$ cat config.mk
export PLATFORM = sky130hd
export DESIGN_NAME = wph_verdict
export DESIGN_NICKNAME = d
export VERILOG_FILES = /design/src/rtl/core/wph_pkg.sv /design/src/rtl/core/wph_verdict.sv
export SDC_FILE = /design/constraint.sdc
export NUM_CORES = 1
export LEC_CHECK = 0
export BUFFER_PORTS_ARGS = -buffer_cell sky130_fd_sc_hd__buf_2
export CAP_MARGIN = 0
export CORE_AREA = 2 2 151 153
export DETAILED_ROUTE_END_ITERATION = 8
export DIE_AREA = 0 0 153 155
export PLACE_DENSITY = 0.48
export SYNTH_ARGS = -nofsm -noshare
export SYNTH_HDL_FRONTEND = slang
export SYNTH_SLANG_ARGS = --single-unit
export TNS_END_PERCENT = 20
$ cat constraint.sdc
create_clock -name vclk -period 7.8
set_input_delay 0 -clock vclk [all_inputs]
set_output_delay 0 -clock vclk [all_outputs]
set_load 0.05 [all_outputs]
$ cat src/rtl/core/wph_pkg.sv
package wph_pkg;

  // Header layout
  localparam int unsigned HdrLen = 44;
  localparam logic [5:0]  LastPos = 6'(HdrLen - 1);

  // Chunk tags, read big-endian
  localparam logic [31:0] TagRiff = 32'h5249_4646;
  localparam logic [31:0] TagWave = 32'h5741_5645;
  localparam logic [31:0] TagFmt  = 32'h666d_7420;
  localparam logic [31:0] TagData = 32'h6461_7461;

  // Fixed values
  localparam logic [31:0] RiffBase = 32'd36;
  localparam logic [31:0] FmtLen   = 32'd16;
  localparam logic [15:0] PcmCode  = 16'd1;
  localparam logic [15:0] ChMono   = 16'd1;
  localparam logic [15:0] ChStereo = 16'd2;
  localparam logic [15:0] Bits8    = 16'd8;
  localparam logic [15:0] Bits16   = 16'd16;

  // Gathered header fields
  typedef struct packed {
    logic [31:0] riff_tag;
    logic [31:0] riff_size;
    logic [31:0] wave_tag;
    logic [31:0] format_tag;
    logic [31:0] format_size;
    logic [15:0] audio_code;
    logic [15:0] channel_count;
    logic [31:0] rate_value;
    logic [31:0] bytes_per_second;
    logic [15:0] frame_bytes;
    logic [15:0] bits_per_sample;
    logic [31:0] data_tag;
    logic [31:0] data_size;
  } wph_fields_t;

  // One verdict
  typedef struct packed {
    logic        header_ok;
    logic [31:0] sample_rate;
    logic        sixteen_bit;
    logic        stereo;
  } wph_result_t;

  // Place byte b at little-endian byte k of v
  function automatic logic [31:0] put_le32(logic [31:0] v, logic [1:0] k, logic [7:0] b);
    logic [31:0] r;
    r = v;
    for (int i = 0; i < 4; i++) begin
      if (k == 2'(i)) r[8*i +: 8] = b;
    end
    return r;
  endfunction

  // Place byte b at big-endian byte k of v
  function automatic logic [31:0] put_be32(logic [31:0] v, logic [1:0] k, logic [7:0] b);
    return put_le32(v, ~k, b);
  endfunction

  // Place byte b at little-endian byte k of a 16-bit v
  function automatic logic [15:0] put_le16(logic [15:0] v, logic k, logic [7:0] b);
    logic [15:0] r;
    r = v;
    if (k) r[15:8] = b;
    else   r[7:0]  = b;
    return r;
  endfunction

endpackage

$ cat src/rtl/core/wph_verdict.sv
module wph_verdict (
  input  wph_pkg::wph_fields_t fields,
  output wph_pkg::wph_result_t result
);
  import wph_pkg::*;

  logic        ch_ok, bits_ok, stereo, b16;
  logic [2:0]  shift;
  logic [31:0] bps_exp;
  logic [15:0] align_exp;
  logic [31:0] riff_min;
  logic        ok;

  // Channel and width checks
  assign stereo  = (fields.channel_count == ChStereo);
  assign b16     = (fields.bits_per_sample == Bits16);
  assign ch_ok   = (fields.channel_count == ChMono) || stereo;
  assign bits_ok = (fields.bits_per_sample == Bits8) || b16;

  // rate*ch*bits is a shift once ch and bits are legal; wraps at 32 bits, then /8
  assign shift     = 3'd3 + {2'b00, stereo} + {2'b00, b16};
  assign bps_exp   = 32'(fields.rate_value << shift) >> 3;
  assign align_exp = 16'(16'd1 << (shift - 3'd3));

  assign riff_min = RiffBase + fields.data_size;

  // Combined verdict
  assign ok = (fields.riff_tag == TagRiff) &&
              (fields.riff_size >= riff_min) &&
              (fields.wave_tag == TagWave) &&
              (fields.format_tag == TagFmt) &&
              (fields.format_size == FmtLen) &&
              (fields.audio_code == PcmCode) &&
              ch_ok && bits_ok &&
              (fields.bytes_per_second == bps_exp) &&
              (fields.frame_bytes == align_exp) &&
              (fields.data_tag == TagData);

  assign result.header_ok   = ok;
  assign result.sample_rate = ok ? fields.rate_value : 32'd0;
  assign result.sixteen_bit = ok && b16;
  assign result.stereo      = ok && stereo;

endmodule

# Yosys cells after proc, flatten, opt, wreduce, memory -nomap -nowiden
# Index checks and enable logic that the tools add are counted.
# W data, S select, Z words.
dict set report word_totals {
  ff_bits 0
  latchBits 0
  ram_bits 0
  romBits 0
  inputBits 352
  output_inout_bits 35
  elab_cells 34
  memories 0
}
dict set report classes {
  add_sub_neg 4
  n_mul 0
  n_div 0
  n_lt_le_gt_ge 1
  n_eq_ne 12
  shift 2
  mux 1
  bitwise_logic 0
  n_reduce_logical 14
}
# operator count
set op_table {}
lappend op_table {{$eq A32 B31 Y1 const B} 4}
lappend op_table {{$add A6 B32 Y32 const A} 1}
lappend op_table {{$eq A16 B1 Y1 const B} 2}
lappend op_table {{$eq A32 B29 Y1} 1}
lappend op_table {{$eq A32 B5 Y1 const B} 1}
lappend op_table {{$ge A32 B32 Y1} 1}
lappend op_table {{$mux W32} 1}
lappend op_table {{$shl A32 B3 Y32} 1}
lappend op_table {{$eq A16 B16 Y1} 1}
lappend op_table {{$eq A16 B2 Y1 const B} 1}
lappend op_table {{$eq A16 B4 Y1 const B} 1}
lappend op_table {{$eq A16 B5 Y1 const B} 1}
lappend op_table {{$shl A1 B3 Y16 const A} 1}
lappend op_table {{$logic_and A1 B1 Y1} 12}
lappend op_table {{$add A2 B1 Y3 const A} 1}
lappend op_table {{$add A3 B1 Y3} 1}
lappend op_table {{$sub A3 B2 Y3 const B} 1}
lappend op_table {{$logic_or A1 B1 Y1} 2}

# Depth between registers and ports, before layout
# Gate-level depths: netlist of run 1.
dict set report depth {
  word_depth 13
  mapped_depth 16
  mapped_depth_nobuf 14
}

# Least setup slack after synthesis of run 1
# OpenSTA, ideal clock, no wires.
dict set report synth_path {
  path_kind {input to output}
  startpoint {input fields[75] (netlist name)}
  endpoint {output result[2] (netlist name)}
  t_arrival_ps 4459
  slack_ps 3341
  path_stages 12
  n_path_buf 2
  cell_sequence {nor4_1 nand3_1 or4_1 ha_1 buf_6 buf_12 xnor2_2 nand4_1 or4_4 nor4_4 nand4_4 nor4b_1}
}
# element line_no
set synth_rtl {}
lappend synth_rtl {{from (decl)} wph_verdict.sv:2} ;# input wph_pkg::wph_fields_t fields,
lappend synth_rtl {{to (decl)} wph_verdict.sv:3} ;# output wph_pkg::wph_result_t result

==> run metrics, run 1 <==
Critical Path RT=~7.8 ns; CP arrival=4.75 ns; layout cell share with drive strength beyond 1=0.562; Max Cap Viol=0; Top Ports=387; Total GRT Usage=0.146; Initial DRT Pass Iterations=4; area delta synth->final=62.1%; Cell Rows=55; achievable clock frequency=0.211 GHz; highest routed metal layer=met5; Post-Synthesis Cell Area=3570 sq um; setup_tns=0 ns; Seq. cell area=0 sq um; Slew headroom=0.356; WHS=0.420 ns; Max FO, Critical Path=36; Seq cells=0; Final Hold Vio Count=0; Met2 Wirelength=9250 um; Worst Hold Class=input port to primary output; # clk buffers=0; Tot Pwr=0.000218 W; core region area=between 20,000 and 25,000 sq um; Startpoint Class=input port; Tcrit/Tclk final=0.608; Hold EP=result[33]; die area=23,700 sq um; RSZ-0062 raised after global routing=no; CP cell instances=buf_2 -> nor4_1 -> nand3_1 -> or4_1 -> ha_2 -> buf_4 -> mux4_1 -> xnor2_1 -> nand3_1 -> nor4_4 -> nand4_4 -> nor4b_1 -> buf_2; vias in the first global route=4,433; crit-path max cell delay=0.66 ns; slowest CP cell=mux4_1; Overflow after GRT=0; Worst IR Drop VDD=13.7 uV; drc violations=0; syn_nets=786; Setup CP Type=input port to primary output; Final Setup Violations=0; Post-Place Setup Slack=2.97 ns; Synth Instances=399; remaining antenna violation count=0; die width=153 um; unique cell type count in the Yosys netlist=51; YS warnings=0; Slew Limit Fails=0; Post-CTS Resized=0; GP Congestion=0.796; Worst Hold Depth=3; Initial Util=0.160; first-pass GRT wire length=26,800 um; Seq/Total Area, Yosys=0; Buffers on Ports=387; vias per inst=4.49; met3 WL=1180 um; Final Non-Filler Cells=1,059; DR WL/cell=18.2 um; drt total wl=19,300 um; DP HPWL=17,600 um; total vias in the final route=4,751; measured slew at the worst slew-check pin=0.962 ns; min setup slack post-route=3.05 ns; Leakage=2.78 nW; largest net degree at the start of global routing=37; Cells after DPL=1,057; CP Capture Type=primary output; hold_buf cts=0; crit path time final=4.75 ns; multi-input combinational cell area=around 3400 sq um; status=completed; # Post-CTS Setup Buffers=0; PD cells=37.8 nW/um^2; M1 WL=slightly below 9000 um; syn_area_per_cell=8.94 sq um; fin nets=1,161; hold path start=fields[159]; DR iter-0 viols=266; Die Y=155 um; filler instances=between 2,000 and 2,500; initial antenna violation count=5
metrics by stage:
step           utilization  area [sq um]
6_report             0.260          5780
4_1_cts              0.260          5780
5_1_grt              0.260          5780
3_3_place_gp         0.260          5780
2_1_floorplan            -          3570
3_5_place_dp         0.260          5780
worst max-delay path, delay by kind of cell:
| family | cells | cell delay, ns |
|---|---|---|
| AND/OR/NAND/NOR | 7 | 2.70 |
| buffers and inverters | 3 | 0.87 |
| multiplexers | 1 | 0.66 |
| adder cells (fa/ha/maj) | 1 | 0.36 |
| XOR/XNOR | 1 | 0.15 |
placed cells by master (no fill, tap or decap), drive strengths merged, types with 15 or more instances in the layout:
master / count
nor2: 15
xor2: 32
buf: 391
nand2: 24
ha: 35
nor4: 25
mux4: 15
a21oi: 17
nand3: 15
nand4: 23
mux2i: 24
xnor2: 25
nor4b: 51
per-layer routing:
layer  global-route usage  up-vias
met5                    0        -
met4              0.00705        8
met3               0.0206       14
met2                0.254      206
met1                0.202     2150
li1                     -     2373
Yosys cell counts (all sizes together), types with 3 or more instances:
cell | instances | share of area
nand3 | 15 | 0.021
and4 | 4 | 0.0098
ha | 35 | 0.12
nor4 | 25 | 0.058
nor2 | 15 | 0.016
and4b | 4 | 0.011
or4 | 5 | 0.012
buf | 15 | 0.033
xnor2 | 25 | 0.063
mux2i | 24 | 0.067
nand4 | 23 | 0.045
inv | 12 | 0.013
o21a | 3 | 0.0063
nor4b | 51 | 0.17
nand2 | 24 | 0.025
clkbuf | 3 | 0.0032
xor2 | 32 | 0.079
nand2b | 3 | 0.0053
mux4 | 15 | 0.11
nor4bb | 12 | 0.034
and3 | 3 | 0.0053
nor3 | 6 | 0.0084
a21oi | 17 | 0.024
o21ai | 4 | 0.0056
worst max-delay path by stage:
stage          slack (ns)  startpoint        end
4_1_cts              2.96  fields[75]  result[4]
2_1_floorplan        3.34  fields[75]  result[2]
6_report             3.05  fields[75]  result[4]
3_3_place_gp         3.03  fields[75]  result[3]
5_1_grt              2.66  fields[75]  result[2]
3_5_place_dp         2.97  fields[75]  result[4]
cell type report:
cell class / count / share of cell area
diodes: 2 / 0.000866
inverters: 12 / 0.00779
multi-input cells: 369 / 0.589
well taps: 285 / 0.0617
repair buffers: 391 / 0.340
report_power, final:
part	internal, W	switching, W	total, W
combinational	0.000117	0.000102	0.000218
sequential	0	0	0
clock	0.0000000000345	0	0.0000000000345
total	0.000117	0.000102	0.000218
kinds of logic (layout without fill, tap and decap cells):
kind of cell    count (synthesis)  after routing  share of synthesized area
buf+inv                        30            403                     0.0488
compound gates                 42             42                     0.0761
fa+ha+maj                      35             35                      0.123
xor+xnor                       57             57                      0.142
mux                            41             41                      0.180
other cells                     0              2                          0
simple gates                  194            194                      0.430
(Power assumes the default switching activity.)
==> run 2, diff against run 1 <==
ABC_AREA = 1   (was not set)
CORE_AREA = 2 2 150 152   (was 2 2 151 153)
DIE_AREA = 0 0 152 154   (was 0 0 153 155)
PLACE_DENSITY = 0.53   (was 0.48)
clock period = 4.3 ns   (was 7.8 ns; I/O delays follow)
==> run 2 against run 1 <==
Critical endpoint is now result[2]; count of clock-buffer cells in the layout unchanged; sequential share of layout area unchanged; worst hold slack got worse by 0.045 ns; via count increased by 30%; critical path depth increased by 6.
==> run metrics, run 2 <==
count leader, synth=nand2_1 (was ha_1); layout cell share with drive strength beyond 1=0.350 (was 0.562); filler instances=2,567 (was 2,457); Synth Instances=856 (was 399); GP Congestion=0.885 (was 0.796); die width=152 um (was 153 um); PD cells=63.5 nW/um^2 (was 37.8 nW/um^2); initial antenna violation count=1 (was 5); Overflow after GRT=0 (unchanged); Max FO, Critical Path=22 (was 36); DP HPWL=18,200 um (was 17,600 um); Startpoint Class=input port (unchanged); Post-CTS Resized=0 (unchanged); synth cell count leaders=nand2_1, inv_1, nor2_1, nand3_1, ha_1 (was ha_1, xor2_1, nor4b_2); Final Setup Violations=0 (unchanged); # clk buffers=0 (unchanged); Cell Rows=54 (was 55); Tot Pwr=0.000406 W (was 0.000218 W); Worst Hold Class=input port to primary output (unchanged); Buffers on Ports=387 (unchanged); Yosys top cell by area=nand2_1 (was ha_1); min setup slack post-route=0.583 ns (was 3.05 ns); Slew headroom=0.540 (was 0.356); setup_tns=0 ns (unchanged); WHS=0.376 ns (was 0.420 ns); YS warnings=0 (unchanged); remaining antenna violation count=0 (unchanged); most common cell after layout, fill and taps aside=buf_2 (unchanged); first-pass GRT wire length=30,900 um (was 26,800 um); unique cell type count in the Yosys netlist=30 (was 51); Seq/Total Area, Yosys=0 (unchanged); area delta synth->final=54.0% (was 62.1%); Critical Path RT=4.30 ns (was 7.80 ns); CP arrival=3.72 ns (was 4.75 ns); largest net degree at the start of global routing=35 (was 37); vias in the first global route=6,131 (was 4,433); vias per inst=4.09 (was 4.49); syn_area_per_cell=4.84 sq um (was 8.94 sq um); core region area=21,700 sq um (was 22,200 sq um); syn_nets=1,243 (was 786); Max Cap Viol=0 (unchanged); crit path time final=3.72 ns; die area=23,400 sq um (was 23,700 sq um); Initial Util=0.191 (was 0.160); hold_buf cts=0 (unchanged); Seq cells=0 (unchanged); Slew Limit Fails=0 (unchanged); Top Ports=387 (unchanged); Final Hold Vio Count=0 (unchanged); status=completed (unchanged); post-layout util=0.294 (was 0.260); Synth top area share=0.258 (was 0.123); CP Capture Type=primary output (unchanged); Tcrit/Tclk final=0.865; Initial DRT Pass Iterations=4 (unchanged); Seq. cell area=0 sq um (unchanged); # Post-CTS Setup Buffers=0 (unchanged); achievable clock frequency=0.269 GHz; fin nets=1,619 (was 1,161); commonest cells after routing, fill and taps aside=buf_2, nand2_1, inv_1 (was buf_2, ha_1, xor2_1); Leakage=4.02 nW (was 2.78 nW); Die Y=154 um (was 155 um); synth top area cells=nand2_1, inv_1, nor2_1, ha_1, nand3_1 (was ha_1, nor4b_2, mux4_1, xor2_1, mux2i_1); drc violations=0 (unchanged); Post-Synthesis Cell Area=4140 sq um (was 3570 sq um); RSZ-0062 raised after global routing=no (unchanged); total vias in the final route=6,184 (was 4,751); Setup CP Type=input port to primary output (unchanged); Worst IR Drop VDD=27.3 uV (was 13.7 uV); drt total wl=19,800 um (was 19,300 um); DR iter-0 viols=276 (was 266); measured slew at the worst slew-check pin=0.691 ns (was 0.962 ns); Total GRT Usage=0.160 (was 0.146); Post-Place Setup Slack=0.314 ns (was 2.97 ns); DR WL/cell=13.1 um (was 18.2 um)
==> run 2: changes by cell type after synthesis, moves of 16 or more <==
cell,change
nor4_1,-17
nor2_1,+113
nor2_2,+31
nand3_1,+51
nor4b_2,-27
mux2i_1,-24
nand2_1,+261
xnor2_1,-16
inv_1,+153
nor4b_1,-24
==> run 2: cells by family after synthesis <==
family,share of synthesized area
xor+xnor,0.0740
simple gates,0.573
compound gates,0.0580
buf+inv,0.190
fa+ha+maj,0.106
==> run 2: per-layer routing <==
| metal | up-vias | GRT usage | share of wire |
|---|---|---|---|
| li1 | 3348 | - | - |
| met1 | 2581 | 0.212 | 0.47 |
| met2 | 241 | 0.287 | 0.46 |
| met3 | 14 | 0.0231 | 0.060 |
| met4 | 0 | 0.0120 | 0.0075 |
| met5 | - | 0 | 0 |
==> run 2: path summary, 6_finish.rpt <==
| check | slack (ns) | start | endpoint | depth (start not counted) |
|---|---|---|---|---|
| max | 0.58 | fields[165] | result[2] | 19 |
| min | 0.38 | fields[159] | result[33] | 4 |
==> run 2: critical path, cell delays in order <==
cell and delay [ns]:
buf_2 0.10, nor2_1 0.08, nor3b_1 0.38, nand4_1 0.30, ha_1 0.83, inv_4 0.23, nand2_1 0.14, nand3_1 0.11
nand2_1 0.10, nand2_1 0.05, nand2_1 0.08, nand3_1 0.07, nor2_1 0.16, nand2_1 0.10, nor2_2 0.15, nand4_4 0.09
buf_4 0.25, nor2_1 0.29, buf_12 0.19
==> run 2: layout make-up <==
class                           instances  area (sq um)  area share
Antenna cell                            1          2.50    0.000392
Multi-Input combinational cell        672          3360       0.526
Timing Repair Buffer                  391          2040       0.320
Tap cell                              280           350      0.0549
Inverter                              167           632      0.0990
==> run 2: through the flow <==
step	instance area, sq um	cells
floorplan	4140	856
global placement	6380	1510
detailed placement	6380	1510
CTS	6380	1510
global route	6380	1510
finish	6380	1511
==> run 2: where the power goes <==
part                  total, W  switching (W)     internal [W]  leakage, nW
Combinational         0.000406       0.000203         0.000202         4.02
Sequential                   0              0                0            0
Clock          0.0000000000311              0  0.0000000000311   0.00000634
==> run 3, diff against run 2 <==
GPL_TIMING_DRIVEN = 0   (was not set)
==> run 3 against run 2 <==
Worst hold slack improved by 0.0026 ns; worst setup slack worse by 0.12 ns; cell area rose by 0.92%; via count increased by 1.6%; sequential share of layout area did not move; total power about the same; utilization increased by 0.27 points.
==> run metrics, run 3 (synthesized netlist as in run 2, its figures left out) <==
remaining antenna violation count=0 (unchanged); setup_tns=0 ns (unchanged); most common cell after layout, fill and taps aside=buf_2 (unchanged); die area=23,400 sq um (unchanged); Tcrit/Tclk final=0.893 (was 0.865); PD cells=62.9 nW/um^2 (was 63.5 nW/um^2); Final Hold Vio Count=0 (unchanged); fin nets=1,632 (was 1,619); post-layout util=0.297 (was 0.294); crit path time final=3.84 ns (was 3.72 ns); filler instances=2,566 (was 2,567); Initial DRT Pass Iterations=5 (was 4); die width=152 um (unchanged); Critical Path End=result[34] (was result[2]); Seq cells=0 (unchanged); GP Congestion=0.903 (was 0.885); commonest cells after routing, fill and taps aside=buf_2, nand2_1, inv_1 (unchanged); Worst Hold Class=input port to primary output (unchanged); # Post-CTS Setup Buffers=0 (unchanged); achievable clock frequency=0.260 GHz (was 0.269 GHz); hold_buf cts=0 (unchanged); met2 Track Usage GR=0.295 (was 0.287); CP Capture Type=primary output (unchanged); Cell Rows=54 (unchanged); core region area=21,700 sq um (unchanged); sw frac=0.500 (was 0.501); Buffers on Ports=387 (unchanged); Leakage=4.07 nW (was 4.02 nW); Seq. cell area=0 sq um (unchanged); measured slew at the worst slew-check pin=0.447 ns (was 0.691 ns); vias in the first global route=6,298 (was 6,131); RSZ-0062 raised after global routing=no (unchanged); Max FO, Critical Path=10 (was 22); layout cell share with drive strength beyond 1=0.356 (was 0.350); initial antenna violation count=4 (was 1); Post-CTS Resized=0 (unchanged); Die Y=154 um (unchanged); first-pass GRT wire length=32,200 um (was 30,900 um); DP HPWL=18,800 um (was 18,200 um); sw power=0.000203 W (about the same); status=completed (unchanged); Initial Util=0.191 (unchanged); Max Cap Viol=0 (unchanged); internal power=0.000203 W (was 0.000202 W); Slew headroom=0.699 (was 0.540); Worst IR Drop VDD=32.0 uV (was 27.3 uV); worst setup path startpoint=fields[2] (was fields[165]); busiest layer in global routing=met2 (unchanged); CP arrival=3.84 ns (was 3.72 ns); # clk buffers=0 (unchanged); drt total wl=20,600 um (was 19,800 um); vias per inst=4.11 (was 4.09); Overflow after GRT=0 (unchanged); Startpoint Class=input port (unchanged); drc violations=0 (unchanged); clock group share of total power=0 (about the same); Critical Path RT=4.30 ns (about the same); Combinational Power Share=1.000 (about the same); Total GRT Usage=0.169 (was 0.160); Final Setup Violations=0 (unchanged); DR iter-0 viols=266 (was 276); Worst Hold Depth=4 (unchanged); DR WL/cell=13.5 um (was 13.1 um); Slew Limit Fails=0 (unchanged); Setup CP Type=input port to primary output (unchanged); total vias in the final route=6,280 (was 6,184); grt met3 use=0.0259 (was 0.0231); Top Ports=387 (unchanged); sequential share of power=0 (about the same); area delta synth->final=55.4% (was 54.0%); largest net degree at the start of global routing=11 (was 35); grt met1 use=0.223 (was 0.212)
[run 3: worst min path at each step]
stage	from	endpoint	slack, ns
2_1_floorplan	fields[137]	result[11]	0.15
3_3_place_gp	fields[158]	result[32]	0.38
3_5_place_dp	fields[158]	result[32]	0.38
4_1_cts	fields[158]	result[32]	0.38
5_1_grt	fields[158]	result[32]	0.41
6_report	fields[158]	result[32]	0.38
[run 3: layout make-up]
class                      instances  area, sq um  area share
tap                              280          350      0.0544
inverter                         167          632      0.0981
timing repair buffer             387         1940       0.301
buffer                            17          154      0.0239
multi-input combinational        672         3360       0.521
antenna                            4         10.0     0.00155
[run 3: per-stage QoR]
stage	instances	hold slack, ns	total power, W	worst slack [ns]	area (sq um)
final	1527	0.378	0.000405	0.460	6440
after global placement	1523	0.378	0.000401	0.387	6430
after global routing	1525	0.414	0.000467	0.0168	6440
after CTS	1523	0.381	0.000408	0.371	6430
after floorplan	856	0.154	0.000182	1.20	4140
after detailed placement	1523	0.380	0.000406	0.392	6430
[run 3: power groups by stage]
stage	registers (W)	clock network, W	logic [W]
CTS	0	0	0.000408
global route	0	0.0000000000622	0.000467
global placement	0	0	0.000401
detailed placement	0	0	0.000406
finish	0	0.000000000125	0.000405
floorplan	0	0	0.000182
[run 3: layer usage]
metal	share of wire	wire length (um)	vias up
met4	0.016	329	0
li1	-	-	3376
met3	0.061	1250	24
met5	0	0	-
met2	0.46	9470	252
met1	0.46	9500	2628
[run 3: worst max-delay path, cell delays in order]
cell	delay (ns)
buf_2	0.11
ha_1	0.19
nand2_1	0.06
nand2_1	0.10
nand4_1	0.16
nor3_1	0.27
nand2_1	0.17
nor3_1	0.37
nand3_1	0.16
xor2_1	0.18
ha_1	0.27
nand2_1	0.04
nor2_1	0.12
nand2_1	0.10
nor4_1	0.28
nand3_1	0.13
nand3_1	0.25
nand4_4	0.26
buf_6	0.23
inv_1	0.05
buf_4	0.09
buf_2	0.24
